**src/rtl/acnm_pkg.sv**
```systemverilog
// Shared types, constants and helper functions for the nonlinear channel mixer.
// Used by acnm_ctrl, acnm_dp, the top level and the assertion checker.
package acnm_pkg;

    // Fixed field widths.
    localparam int CH_BITS    = 4;
    localparam int STAMP_W    = 16;
    localparam int DELTA_W    = 16;
    localparam int OUT_DW     = 19;
    localparam int SILENT_W   = 32;
    localparam int CFG_IDX_W  = 3;
    localparam int CFG_DATA_W = 64;
    localparam int IN_TDATA_W  = 40;
    localparam int OUT_TDATA_W = 88;

    // Default parameter values.
    localparam int DEF_CHANNELS   = 11;
    localparam int DEF_STAMP_BITS = 16;

    // Configuration register indexes.
    localparam logic [CFG_IDX_W-1:0] REG_MVOL   = 3'd0;
    localparam logic [CFG_IDX_W-1:0] REG_FADE   = 3'd1;
    localparam logic [CFG_IDX_W-1:0] REG_GW_LO  = 3'd2;
    localparam logic [CFG_IDX_W-1:0] REG_GW_MID = 3'd3;
    localparam logic [CFG_IDX_W-1:0] REG_GW_HI  = 3'd4;
    localparam logic [CFG_IDX_W-1:0] REG_STEREO = 3'd5;

    // Input command and output kind codes.
    localparam logic CMD_DELTA = 1'b0;
    localparam logic CMD_FRAME = 1'b1;

    // Curve constants: q = K*x / (C + 100*x).
    localparam logic [19:0] K_SQ  = 20'd479400;
    localparam logic [19:0] K_TND = 20'd798950;
    localparam logic [38:0] C_SQ  = 39'd133169152;
    localparam logic [38:0] C_TND = 39'd379802615808;

    // Quotient bits of the curve division (both quotients stay below 8192).
    localparam int Q_BITS = 13;

    // Datapath operations.
    typedef enum logic [3:0] {
        OP_NONE,
        OP_LV,
        OP_WF,
        OP_MW,
        OP_ADD,
        OP_NHI,
        OP_NLO,
        OP_NSUM,
        OP_DIV,
        OP_QST,
        OP_MIX,
        OP_GAIN,
        OP_SCALE,
        OP_RES
    } t_op;

    // Command from the controller to the datapath.
    typedef struct packed {
        t_op                op;
        logic [CH_BITS-1:0] ch;
        logic               grp;       // 0 squares, 1 triangle/noise/DMC
        logic               side;      // 0 left, 1 right
        logic               accept;    // input item taken this cycle
        logic               load_out;  // move the result into the output register
    } t_cmd;

    // Status from the datapath to the controller.
    typedef struct packed {
        logic stereo;
        logic out_busy;
    } t_stat;

    // Volume (low byte) and pan (high byte) of one channel.
    function automatic logic [15:0] chan_gain(input logic [CH_BITS-1:0] ch,
                                              input logic [63:0] lo,
                                              input logic [63:0] mid,
                                              input logic [47:0] hi);
        logic [63:0] word;
        logic [15:0] g;
        case (ch[3:2])
            2'd0:    word = lo;
            2'd1:    word = mid;
            default: word = {16'd0, hi};
        endcase
        case (ch[1:0])
            2'd0:    g = word[15:0];
            2'd1:    g = word[31:16];
            2'd2:    g = word[47:32];
            default: g = word[63:48];
        endcase
        return g;
    endfunction

    // Fixed weight of each channel within its group.
    function automatic logic [12:0] chan_weight(input logic [CH_BITS-1:0] ch);
        logic [12:0] w;
        case (ch)
            4'd0, 4'd1: w = 13'd1;
            4'd2:       w = 13'd2818;
            4'd3:       w = 13'd1894;
            4'd4:       w = 13'd1123;
            4'd5:       w = 13'd20;
            4'd6:       w = 13'd43;
            4'd7:       w = 13'd48;
            4'd8:       w = 13'd1;
            4'd9:       w = 13'd20;
            4'd10:      w = 13'd15;
            default:    w = 13'd0;
        endcase
        return w;
    endfunction

endpackage

```
**src/rtl/acnm_ctrl.sv**
```systemverilog
// Sequencer of the nonlinear channel mixer: steps the datapath through the
// channel loop, the two curve divisions and the output scaling. Uses acnm_pkg.
module acnm_ctrl #(
    parameter int CHANNELS = acnm_pkg::DEF_CHANNELS
) (
    input  logic              i_clk,
    input  logic              i_rst_n,
    input  logic              i_in_valid,
    input  logic              i_in_cmd,
    input  logic              i_in_last,
    output logic              o_in_ready,
    input  acnm_pkg::t_stat   i_stat,
    output acnm_pkg::t_cmd    o_cmd
);

    localparam int CH_W = (CHANNELS > 1) ? $clog2(CHANNELS) : 1;
    localparam logic [CH_W-1:0] CH_LAST = CH_W'(CHANNELS - 1);
    localparam logic [3:0] DIV_LAST = 4'(acnm_pkg::Q_BITS - 1);

    typedef enum logic [3:0] {
        S_IDLE, S_LV, S_WF, S_MW, S_ADD, S_NHI, S_NLO, S_NSUM,
        S_DIV, S_QST, S_MIX, S_GAIN, S_SCALE, S_RES, S_EMIT
    } t_state;

    t_state          r_state;
    logic [CH_W-1:0] r_ch;
    logic            r_grp;
    logic            r_side;
    logic [3:0]      r_cnt;
    logic            w_accept;

    assign o_in_ready = (r_state == S_IDLE);
    assign w_accept   = i_in_valid && o_in_ready;

    // Command decode from the current state.
    always_comb begin
        o_cmd          = '0;
        o_cmd.ch       = acnm_pkg::CH_BITS'(r_ch);
        o_cmd.grp      = r_grp;
        o_cmd.side     = r_side;
        o_cmd.accept   = w_accept;
        o_cmd.load_out = (r_state == S_EMIT) && !i_stat.out_busy;
        unique case (r_state)
            S_LV:    o_cmd.op = acnm_pkg::OP_LV;
            S_WF:    o_cmd.op = acnm_pkg::OP_WF;
            S_MW:    o_cmd.op = acnm_pkg::OP_MW;
            S_ADD:   o_cmd.op = acnm_pkg::OP_ADD;
            S_NHI:   o_cmd.op = acnm_pkg::OP_NHI;
            S_NLO:   o_cmd.op = acnm_pkg::OP_NLO;
            S_NSUM:  o_cmd.op = acnm_pkg::OP_NSUM;
            S_DIV:   o_cmd.op = acnm_pkg::OP_DIV;
            S_QST:   o_cmd.op = acnm_pkg::OP_QST;
            S_MIX:   o_cmd.op = acnm_pkg::OP_MIX;
            S_GAIN:  o_cmd.op = acnm_pkg::OP_GAIN;
            S_SCALE: o_cmd.op = acnm_pkg::OP_SCALE;
            S_RES:   o_cmd.op = acnm_pkg::OP_RES;
            default: o_cmd.op = acnm_pkg::OP_NONE;
        endcase
    end

    // State register and loop counters.
    always_ff @(posedge i_clk) begin
        if (!i_rst_n) begin
            r_state <= S_IDLE;
            r_ch    <= '0;
            r_grp   <= 1'b0;
            r_side  <= 1'b0;
            r_cnt   <= '0;
        end else begin
            unique case (r_state)
                S_IDLE: begin
                    if (w_accept) begin
                        r_ch   <= '0;
                        r_grp  <= 1'b0;
                        r_side <= 1'b0;
                        if (i_in_cmd == acnm_pkg::CMD_FRAME) begin
                            r_state <= S_EMIT;
                        end else if (i_in_last) begin
                            r_state <= S_LV;
                        end
                    end
                end
                S_LV:  r_state <= S_WF;
                S_WF:  r_state <= S_MW;
                S_MW:  r_state <= S_ADD;
                S_ADD: begin
                    if (r_ch == CH_LAST) begin
                        r_ch    <= '0;
                        r_grp   <= 1'b0;
                        r_state <= S_NHI;
                    end else begin
                        r_ch    <= r_ch + 1'b1;
                        r_state <= S_LV;
                    end
                end
                S_NHI:  r_state <= S_NLO;
                S_NLO:  r_state <= S_NSUM;
                S_NSUM: begin
                    r_cnt   <= '0;
                    r_state <= S_DIV;
                end
                S_DIV: begin
                    if (r_cnt == DIV_LAST) begin
                        r_state <= S_QST;
                    end else begin
                        r_cnt <= r_cnt + 1'b1;
                    end
                end
                S_QST: begin
                    if (!r_grp) begin
                        r_grp   <= 1'b1;
                        r_state <= S_NHI;
                    end else begin
                        r_state <= S_MIX;
                    end
                end
                S_MIX:   r_state <= S_GAIN;
                S_GAIN:  r_state <= S_SCALE;
                S_SCALE: r_state <= S_RES;
                S_RES: begin
                    if (!r_side && i_stat.stereo) begin
                        r_side  <= 1'b1;
                        r_ch    <= '0;
                        r_state <= S_LV;
                    end else begin
                        r_state <= S_EMIT;
                    end
                end
                S_EMIT: begin
                    if (!i_stat.out_busy) begin
                        r_state <= S_IDLE;
                    end
                end
                default: r_state <= S_IDLE;
            endcase
        end
    end

endmodule

```
**config.mk**
```make
export PLATFORM = sky130hd
export DESIGN_NAME = acnm_ctrl
export DESIGN_NICKNAME = d
export VERILOG_FILES = /design/src/rtl/acnm_pkg.sv /design/src/rtl/acnm_ctrl.sv
export SDC_FILE = /design/constraint.sdc
export NUM_CORES = 1
export LEC_CHECK = 0
export ABC_AREA = 1
export BUFFER_PORTS_ARGS = -buffer_cell sky130_fd_sc_hd__buf_2
export CAP_MARGIN = 25
export CORE_MARGIN = 8
export CORE_UTILIZATION = 54
export DETAILED_ROUTE_END_ITERATION = 10
export GPL_ROUTABILITY_DRIVEN = 0
export PLACE_DENSITY = 0.78
export SKIP_LAST_GASP = 1
export SLEW_MARGIN = 20
export SYNTH_ARGS = -nofsm -noshare
export SYNTH_HDL_FRONTEND = slang
export SYNTH_SLANG_ARGS = --single-unit
```
**constraint.sdc**
```tcl
create_clock -name i_clk -period 1.4 [get_ports i_clk]
set_input_delay 0.21 -clock i_clk [delete_from_list [all_inputs] [get_ports i_clk]]
set_output_delay 0.21 -clock i_clk [all_outputs]
set_load 0.01 [all_outputs]
```
* Word-level counts from Yosys, hierarchy flattened
Memories as Yosys holds them, arrays and structs flattened. A register that Yosys moved wholly into a read port is not among the register bits.
Index checks and enable logic that the tools add are counted.
** Operators by class
- Equal/unequal tests :: 23
- Reductions and logical operators :: 15
- Muxes and demuxes :: 22
- Add/subtract/negate cells :: 2
** Operator list (count)
- case mux 4 bit (15 select lines) :: 1
- two-way mux 4 bit :: 13
- equality test 4 bit, second input constant :: 9
- equality test 4 x 3 -> 1 bit, second input constant :: 4
- case mux 4 bit (3 select lines) :: 1
- != test 2 bit, second input constant :: 5
- AND reduction 3 bit :: 3
- adder 4 x 1 -> 4 bit, second input constant :: 2
- equality test 4 x 2 -> 1 bit, second input constant :: 2
- case mux 4 bit (2 select lines) :: 1
- nonzero test 3 bit :: 2
- equality test 4 x 1 -> 1 bit, second input constant :: 1
- logical NOT 4 bit :: 1
- AND reduction 4 bit :: 1
- nonzero test 2 bit :: 2
- logical AND 1 bit :: 3
- two-way mux 1 bit :: 3
- two-way mux 3 bit :: 1
- != test 3 bit, second input constant :: 1
- case mux 1 bit (3 select lines) :: 1
- logical NOT 1 bit :: 2
- != test 2 x 1 -> 1 bit, second input constant :: 1
- case mux 1 bit (2 select lines) :: 1
- AND reduction 2 bit :: 1
** Storage, ports and cells
- Input port bits :: 7
- Bits in read-only memories :: 64
- Logic and storage cells :: 68
- Flip-flop bits (word level) :: 14
- Output and inout port bits :: 13
- Memories kept :: 1
** Memories
- (name not given) :: depth 16, bits a word 4, read ports 1, clocked after memory_dff 1, wr ports 0, RTL line acnm_ctrl.sv:43 : unique case (r_state)

* Logic depth before layout (Yosys ltp)
Gate-level depths: netlist of run 1.
- Depth in word-level cells :: 6
- Mapped depth :: 10
- Mapped depth without buffers :: 10

* Worst setup path before layout of run 1
Ideal clock, no wire load.
- Path kind :: register -> register
- Start :: register r_ch[0]
- End :: register, netlist name o_cmd[9]
- Setup time :: 0.070 ns
- Cell stages (with the launch flop) :: 10
- Data arrival time :: 1.236 ns
- Data required time :: 1.330 ns
- Buffers on the path :: 0
- Clock period less this slack :: 1.306 ns
- Setup slack :: 0.094 ns
- Path through :: dfxtp_1 -> inv_1 -> ha_1 -> nand2_1 -> nor2_1 -> nor2_1 -> nand2_1 -> nand2_1 -> nand2_1 -> a21oi_1
** On the way
- Word-level cells in the longest chain between the ends :: 5
** RTL lines
- start: declaration :: RTL line acnm_ctrl.sv:26 : logic [CH_W-1:0] r_ch;
- start signal: assignment :: RTL line acnm_ctrl.sv:92 : r_ch <= r_ch + 1'b1;
- equality test 4 bit :: RTL line acnm_ctrl.sv:87 : if (r_ch == CH_LAST) begin
- two-way mux 3 bit :: RTL line acnm_ctrl.sv:87
- case mux 4 bit (15 select lines) :: RTL line acnm_ctrl.sv:70 : unique case (r_state)
- two-way mux 4 bit (no source line) (2 in series)
Every way passes these cells.
A chain may end at the register's enable or synchronous reset.

==> metrics.yaml, run 1 <==
num_rows: 16
routedWlPerCell_um: 14.6
holdWs_ns: 0.220
timing.rr.start: "r_state[0]$_SDFFE_PN0N_"
setup_tns_ns: -0.171
critical_path_buf_inv_count: 2
yosys.area.top_type: "dfxtp_1"
met1Wirelength_um: 1450
initial_core_util_pct: 57.0
wl_met2_um: 1650
synth_top_area_share_pct: 32.2
drc: 0
cp_cell_sequence: "nor2_1, buf_4, nand2_4, nor2_2, buf_2"
rsz0062_at_grt: "true"
crit_type: "flip-flop to primary output"
first_iter_violations: 96
synth.net_count: 182
critPathMaxFanout: 5
power_density_mw_per_mm2: 1890
slowest_delay_ns: 0.37
drv_slew: 0
grt_pass1_wl_um: 4890
die_y_um: 61.5
critPathSlowestCell: "dfxtp_4"
grt_use_total_pct: 17.1
cts_made_buffers: 3
ant_nets: 0
cp_top_family: "flip-flops"
worstMarginPinSlew_ns: 0.308
fin_crit_sh_pct: 103
min_to: "r_state[2]$_SDFFE_PN0N_"
grt_pass1_vias: 1146
fin_area_mm2: 0.00153
hpwlAfterDp_um: 2330
reg2reg_depth: 8
regArea_um2: 373
top_layer: "met4"
synth.top_cells.by_area: "dfxtp_1 (32%), nand2_1 (15%), nand3_1 (7.6%)"
clkTransAtPathRegs_ns: 0.09
r2r-end: "o_cmd[11]$_SDFF_PN0_"
first_pass_iters: 4
io_pins: 20
r2r_slack_ns: -0.03
cts_buffer_depth: 2
grt_max_degree: 11
grt-ovfl-total: 0
io_buffers: 19
dr_total_vias: 1279
hold_path_class: "input pin to flip-flop"
crit_path_start_kind: "flip-flop"
slew_headroom_pct: 79.3
instances_no_fill: 235
coreArea_mm2: 0.00196
period_needed_ns: 1.44
syn_avg_cell_area_um2: 6.54
antenna_cells: 0
antenna_found_initial: 0
synthCells: 171
viasPerCell: 5.44
holdCritStartpoint: "i_rst_n"
setup_ws_ns: -0.0431
setup_viol: 7
synth_seq_area_share_pct: 32.2
fmax_ghz: 0.693
hold_viol_final: 0
violations: "negative setup slack"
ys_ff_latch: 18
worstHoldPathCells: 3
final_nets: 221
cts_max_level: 1
cts_root_buffer: "clkbuf_4"
maxCapViolCount: 0
yosysUniqueCellTypes: 26
clkSinkCount: 18
netlist_area_mm2: 0.00112
status: "finished with violations"
postPlaceCellArea_mm2: 0.00133
area_growth_pct: 36.5
end_kind: "primary output"
critPathRequiredTime_ns: 1.19
drive_gt1_share_pct: 42.3
worstPathArrival_ns: 1.23
multi_input_area_um2: 751
wl_um: 3430
peakVddDrop_v: 0.00110
fp.dieW_um: 61.5
yosysWarnings: 0
clock_latency_ns: 0.30
worst_clock_skew_ns: 0.00382
cellLeakagePower_uw: 0.000774
place_inst: 228
met3_length_um: 157
cts_tree: "done"
dieArea_mm2: 0.00378
nFillCells: 148
==> worst max-delay path by stage <==
| stage | cells past startpoint | slack [ns] | start | endpoint |
|---|---|---|---|---|
| CTS | 5 | -0.01 | r_state[3]$_SDFFE_PN0N_ | o_cmd[1] |
| finish | 5 | -0.04 | r_state[3]$_SDFFE_PN0N_ | o_cmd[1] |
| floorplan | 9 | 0.09 | r_ch[0]$_SDFFE_PN0P_ | o_cmd[9]$_DFF_P_ |
| detailed placement | 9 | -0.07 | r_state[3]$_SDFFE_PN0N_ | o_cmd[11]$_SDFF_PN0_ |
| global placement | 9 | -0.01 | r_state[3]$_SDFFE_PN0N_ | o_cmd[11]$_SDFF_PN0_ |
| global route | 9 | -0.13 | r_state[3]$_SDFFE_PN0N_ | o_cmd[11]$_SDFF_PN0_ |
==> worst register-to-register path, delay by kind of cell, from the launching register on <==
family / cells / cell delay, ns
flip-flops: 1 / 0.39
AND/OR/NAND/NOR: 5 / 0.62
buffers and inverters: 2 / 0.26
AO/OA/AOI/OAI: 1 / 0.12
==> synthesized netlist by cell type <==
library cell	instances
nand4_1	2
dfxtp_1	18
xor2_1	1
a21oi_2	1
o211ai_1	1
o21ai_0	2
nand3_2	2
nand4_2	1
nor2_2	4
buf_4	3
o221ai_1	1
nor4_1	1
clkinv_1	1
nor3_1	6
inv_2	4
nand3_1	17
nor2_4	2
inv_1	21
nand2_2	2
nand3b_1	1
a211oi_1	2
a21oi_1	12
and3_1	1
nand2_1	45
nor2_1	16
ha_1	4
==> final cells by class <==
cell class | instances | area share (%)
multi-input combinational | 124 | 49.2
clock buffer | 3 | 1.48
inverter | 26 | 6.72
timing repair buffer | 37 | 16.0
sequential | 18 | 24.4
tap | 27 | 2.21
==> routing by layer <==
metal	vias up	track usage, %
li1	631	-
met1	577	18.8
met2	49	29.0
met3	22	3.55
met4	0	11.0
met5	-	0
==> where the power goes <==
part	total, µW	switching (µW)	internal [µW]
logic	1870	1120	755
clock network	260	159	100
registers	758	108	650
==> cells in the final DEF, fill, tap and decap left out, types with 5 or more instances in the layout <==
cell	synthesis	routed
inv_1	21	16
nand3_2	2	6
a21oi_1	12	10
buf_2	0	18
nor3_1	6	6
nand2_1	45	37
dfxtp_1	18	14
buf_4	3	16
nor2_1	16	9
nand2_2	2	9
nor2_4	2	5
nand3_1	17	12
nor2_2	4	8
inv_2	4	7
==> registers in the layout, summed over array words and instances (netlist names) <==
name     cells
r_side       1
r_grp        1
r_ch         4
o_cmd        4
r_cnt        4
r_state      4
==> kinds of logic after synthesis <==
logic type	Yosys count	share of synthesized area [%]
buffers and inverters	29	10.7
and+or+nand+nor	100	41.9
xor gates and xnor gates	1	0.783
adders and majority gates	4	4.47
AOI/OAI and AO/OA	19	9.84
DFF	18	32.2
==> metrics by stage <==
step                      setup slack (ns)  power (µW)  util (%)
after detailed placement           -0.0687        2170      67.8
after global routing                -0.127        3100      77.8
after CTS                          -0.0135        2570      71.8
final                              -0.0431        2890      77.8
after global placement             -0.0102        2130      67.8
after floorplan                     0.0943        1700         -
==> repair_timing <==
action	in CTS	in global routing
endpoints found under the setup margin	15	19
gates resized for setup	10	37
pin swaps	4	12
buffers inserted	3	1
hold buffers	0	0
No activity file was read; power rests on OpenSTA's default activity.
==> inputs of run 2 (changes only) <==
RECOVER_POWER = 100   (was not set)
==> metrics.yaml, run 2 (same netlist as run 1, synthesis figures left out) <==
die_y_um: 61.5
setup_viol: 7
critPathSlowestCell: "dfxtp_4"
fp.dieW_um: 61.5
worstHoldPathCells: 3
fin_area_mm2: 0.00151
worst_clock_skew_ns: 0.00569
dr_total_vias: 1274
r2r-end: "o_cmd[11]$_SDFF_PN0_"
critPathMaxFanout: 5
cts_made_buffers: 3
cts_hold_buffers: 0
slew_headroom_pct: 79.4
rsz0062_at_grt: "true"
crit_path_start_kind: "flip-flop"
nFillCells: 156
drive_gt1_share_pct: 37.5
busiest_layer: "met2"
cts_max_level: 1
antenna_cells: 0
routedWlPerCell_um: 14.7
crit_type: "flip-flop to primary output"
final_cell_mix: "nand2_1 (37), inv_1 (16), dfxtp_1 (14)"
slowest_delay_ns: 0.37
cts_tree: "done"
dieArea_mm2: 0.00378
cp_top_family: "flip-flops"
p_int_uw: 1480
end_kind: "primary output"
pwr-share-seq_pct: 26.4
reg2reg_depth: 8
peakVddDrop_v: 0.00109
clkSinkCount: 18
p_comb_share_pct: 64.5
num_rows: 16
coreArea_mm2: 0.00196
critPathRequiredTime_ns: 1.19
grt-ovfl-total: 0
cts_buffer_depth: 2
antenna_found_initial: 0
fin_crit_sh_pct: 103
io_buffers: 19
critical_path_buf_inv_count: 2
worstPathArrival_ns: 1.23
gr-usage-met1_pct: 18.8
p_total_uw: 2870
first_pass_iters: 4
r2r_slack_ns: -0.04
final_common_cell: "nand2_1"
grt_pass1_vias: 1146
first_iter_violations: 102
hold_viol_final: 0
initial_core_util_pct: 57.0
grt_max_degree: 11
clkTransAtPathRegs_ns: 0.09
grt.met3_usage_pct: 3.55
postPlaceCellArea_mm2: 0.00133
clkPwrFrac_pct: 9.1
min_to: "r_state[2]$_SDFFE_PN0N_"
utilization_pct: 76.8
fmax_ghz: 0.692
area_growth_pct: 34.7
period_needed_ns: 1.44
viasPerCell: 5.42
setup_ws_ns: -0.0449
holdCritStartpoint: "i_rst_n"
hpwlAfterDp_um: 2330
timing.rr.start: "r_state[0]$_SDFFE_PN0N_"
use_met2_pct: 29.0
clock_latency_ns: 0.30
ant_nets: 0
grt_use_total_pct: 17.1
power.switching_uw: 1390
final_nets: 221
worstMarginPinSlew_ns: 0.308
violations: "negative setup slack"
p_sw_share_pct: 48.3
cellLeakagePower_uw: 0.000732
drv_slew: 0
grt_pass1_wl_um: 4890
power_density_mw_per_mm2: 1910
hold_path_class: "input pin to flip-flop"
status: "finished with violations"
cts_root_buffer: "clkbuf_4"
drc: 0
maxCapViolCount: 0
wl_um: 3440
io_pins: 20
cp_cell_sequence: "nor2_1, buf_4, nand2_4, nor2_2, buf_2"
## run 2: layout make-up
| class | instances | area (µm²) | area share [%] |
|---|---|---|---|
| clock buffers | 3 | 22.5 | 1.50 |
| inverters | 26 | 103 | 6.81 |
| multi-input cells | 124 | 751 | 49.8 |
| flip-flops and latches | 18 | 373 | 24.8 |
| well taps | 27 | 33.8 | 2.24 |
| repair buffers | 37 | 224 | 14.9 |
## run 2: power by group through the flow
stage          Clock [µW]  Combinational [µW]  Sequential [µW]
2_1_floorplan           0                 953              747
3_3_place_gp            0                1410              722
3_5_place_dp            0                1440              729
4_1_cts               264                1570              737
5_1_grt               291                2020              774
6_report              261                1850              758
## run 2: how the worst max path moves through the flow
stage,startpoint,endpoint,slack (ns),cells after the start
6_report,r_state[3]$_SDFFE_PN0N_,o_cmd[1],-0.04,5
3_3_place_gp,r_state[3]$_SDFFE_PN0N_,o_cmd[11]$_SDFF_PN0_,-0.01,9
2_1_floorplan,r_ch[0]$_SDFFE_PN0P_,o_cmd[9]$_DFF_P_,0.09,9
5_1_grt,r_state[3]$_SDFFE_PN0N_,o_cmd[11]$_SDFF_PN0_,-0.13,9
4_1_cts,r_state[3]$_SDFFE_PN0N_,o_cmd[1],-0.01,5
3_5_place_dp,r_state[3]$_SDFFE_PN0N_,o_cmd[11]$_SDFF_PN0_,-0.07,9
## run 2: stage by stage
stage                     TNS, ns  std cells  worst slack, ns  hold WS, ns
after CTS                 -0.0230        234          -0.0135        0.210
after floorplan                 0        171           0.0943        0.360
after detailed placement   -0.262        228          -0.0687        0.489
after global placement    -0.0152        228          -0.0102        0.474
final                      -0.178        235          -0.0449        0.221
after global routing        -1.24        235           -0.127        0.206
## run 2: repair_timing
action,CTS,global route
setup buffers,3,1
setup endpoints to repair,15,19
cloned,0,0
resized for setup,10,37
pin swaps,4,12
## run 2: per-layer routing
| metal | vias up | part of all wire [%] |
|---|---|---|
| met5 | - | 0 |
| met4 | 0 | 4.2 |
| met3 | 15 | 4.6 |
| met2 | 51 | 49 |
| met1 | 579 | 42 |
| li1 | 629 | - |
## run 2: worst min-delay path: stages
cell	delay, ns
buf_2	0.13
nand3_1	0.11
inv_1	0.04
==> inputs of run 3 (changes only) <==
BUFFER_PORTS_ARGS = not set   (was -buffer_cell sky130_fd_sc_hd__buf_2)
CORE_UTILIZATION = 58   (was 54)
CTS_CLUSTER_DIAMETER = 40   (was not set)
DONT_BUFFER_PORTS = 1   (was not set)
GPL_ROUTABILITY_DRIVEN = not set   (was 0)
PLACE_DENSITY = 0.74   (was 0.78)
==> metrics.yaml, run 3 (same netlist as run 1, synthesis figures left out) <==
cts_max_level: 1
period_needed_ns: 1.41
worstPathArrival_ns: 1.62
area_growth_pct: 32.4
drc: 0
first_iter_violations: 36
slew_headroom_pct: 76.2
clock_latency_ns: 0.30
setup_viol: 5
worstMarginPinSlew_ns: 0.354
io_buffers: 0
clkSinkCount: 18
critPathRequiredTime_ns: 1.60
ant_nets: 0
violations: "negative setup slack"
cts_root_buffer: "clkbuf_4"
p_total_uw: 2820
final_cell_mix: "nand2_1 (35), buf_4 (17), inv_1 (16)"
first_pass_iters: 4
antenna_cells: 0
die_y_um: 59.9
min_to: "r_state[2]$_SDFFE_PN0N_"
cts_tree: "done"
setup_ws_ns: -0.0108
coreArea_mm2: 0.00188
crit_path_start_kind: "flip-flop"
dr_total_vias: 1217
final_nets: 207
worstHoldPathCells: 2
grt_pass1_wl_um: 4420
fin_area_mm2: 0.00148
postPlaceCellArea_mm2: 0.00127
cellLeakagePower_uw: 0.000704
maxCapViolCount: 0
initial_core_util_pct: 59.4
critPathMaxFanout: 5
grt_use_total_pct: 16.1
antenna_found_initial: 0
fmax_ghz: 0.709
hpwlAfterDp_um: 2200
power_density_mw_per_mm2: 1900
cts_buffer_depth: 2
grt-ovfl-total: 0
utilization_pct: 78.7
fin_crit_sh_pct: 101
io_pins: 20
wl_um: 3110
status: "finished with violations"
cts_made_buffers: 3
r2r-end: "o_cmd[11]$_SDFF_PN0_"
clkTransAtPathRegs_ns: 0.11
rsz0062_at_grt: "true"
routedWlPerCell_um: 14.1
grt_max_degree: 11
final_common_cell: "nand2_1"
hold_path_class: "input pin to flip-flop"
drive_gt1_share_pct: 40.7
holdCritStartpoint: "i_rst_n"
setup_tns_ns: -0.0278
reg2reg_depth: 10
gp_congestion: 0.861
timing.rr.start: "r_state[0]$_SDFFE_PN0N_"
num_rows: 16
end_kind: "flip-flop"
place_ws_ns: -0.146
peakVddDrop_v: 0.00122
r2r_slack_ns: -0.01
viasPerCell: 5.51
nFillCells: 146
fp.dieW_um: 59.9
dieArea_mm2: 0.00359
grt_pass1_vias: 1087
worst_clock_skew_ns: 0.00211
drv_slew: 0
hold_viol_final: 0
crit_type: "flip-flop to flip-flop"
[run 3: cell types whose count changed in the layout (fill, tap and decap cells not counted), sizes merged]
cell    before  now
clkbuf      14    7
buf         26   19
[run 3: routing by layer]
layer / part of all wire [%] / GRT usage (%) / vias to the layer above
met5: 0 / 0 / -
met4: 3.0 / 7.14 / 0
met3: 6.1 / 5.16 / 11
met2: 53 / 28.5 / 36
met1: 38 / 16.9 / 573
li1: - / - / 597
[run 3: timing repair]
action                     in CTS  in global routing
pin swaps                       0                 14
hold buffers                    0                  0
buffers inserted                0                  4
setup endpoints to repair      15                 18
gates resized for setup         8                 47
[run 3: worst max-delay path by stage]
stage / startpoint / end / slack [ns] / depth (start not counted)
CTS: r_state[3]$_SDFFE_PN0N_ / o_cmd[1] / -0.03 / 3
detailed placement: r_state[3]$_SDFFE_PN0N_ / r_ch[3]$_SDFFE_PN0P_ / -0.15 / 7
global placement: r_state[3]$_SDFFE_PN0N_ / o_cmd[10]$_DFF_P_ / -0.14 / 8
global route: r_state[1]$_SDFFE_PN0N_ / o_cmd[10]$_DFF_P_ / -0.09 / 10
finish: r_state[0]$_SDFFE_PN0N_ / o_cmd[11]$_SDFF_PN0_ / -0.01 / 10
floorplan: r_ch[0]$_SDFFE_PN0P_ / o_cmd[9]$_DFF_P_ / 0.09 / 9
[run 3: layout make-up]
cell class	instances	area (µm²)	area share [%]
inverters	26	100	6.76
clock buffers	3	22.5	1.52
well taps	27	33.8	2.28
repair buffers	23	165	11.1
flip-flops and latches	18	375	25.3
multi-input cells	124	785	53.0
[run 3: per-stage QoR]
step                      hold slack [ns]  cells
final                              0.0313    221
after global routing               0.0285    221
after CTS                          0.0693    217
after detailed placement            0.391    214
after global placement              0.381    214
after floorplan                     0.360    171
[run 3: worst max-delay path: stages, from the launching register on]
cell	delay [ns]
dfxtp_4	0.42
inv_4	0.06
nor2_4	0.18
buf_4	0.15
nand3b_1	0.09
nand2_2	0.10
nor2_2	0.05
nand2_1	0.06
nand2_1	0.06
nand2_2	0.08
a21oi_2	0.05
[run 3: power by group]
part / total, µW / internal (µW) / leakage [µW] / switching [µW]
clock network: 270 / 100 / 0.0000138 / 170
logic: 1730 / 681 / 0.000540 / 1050
registers: 814 / 656 / 0.000150 / 158
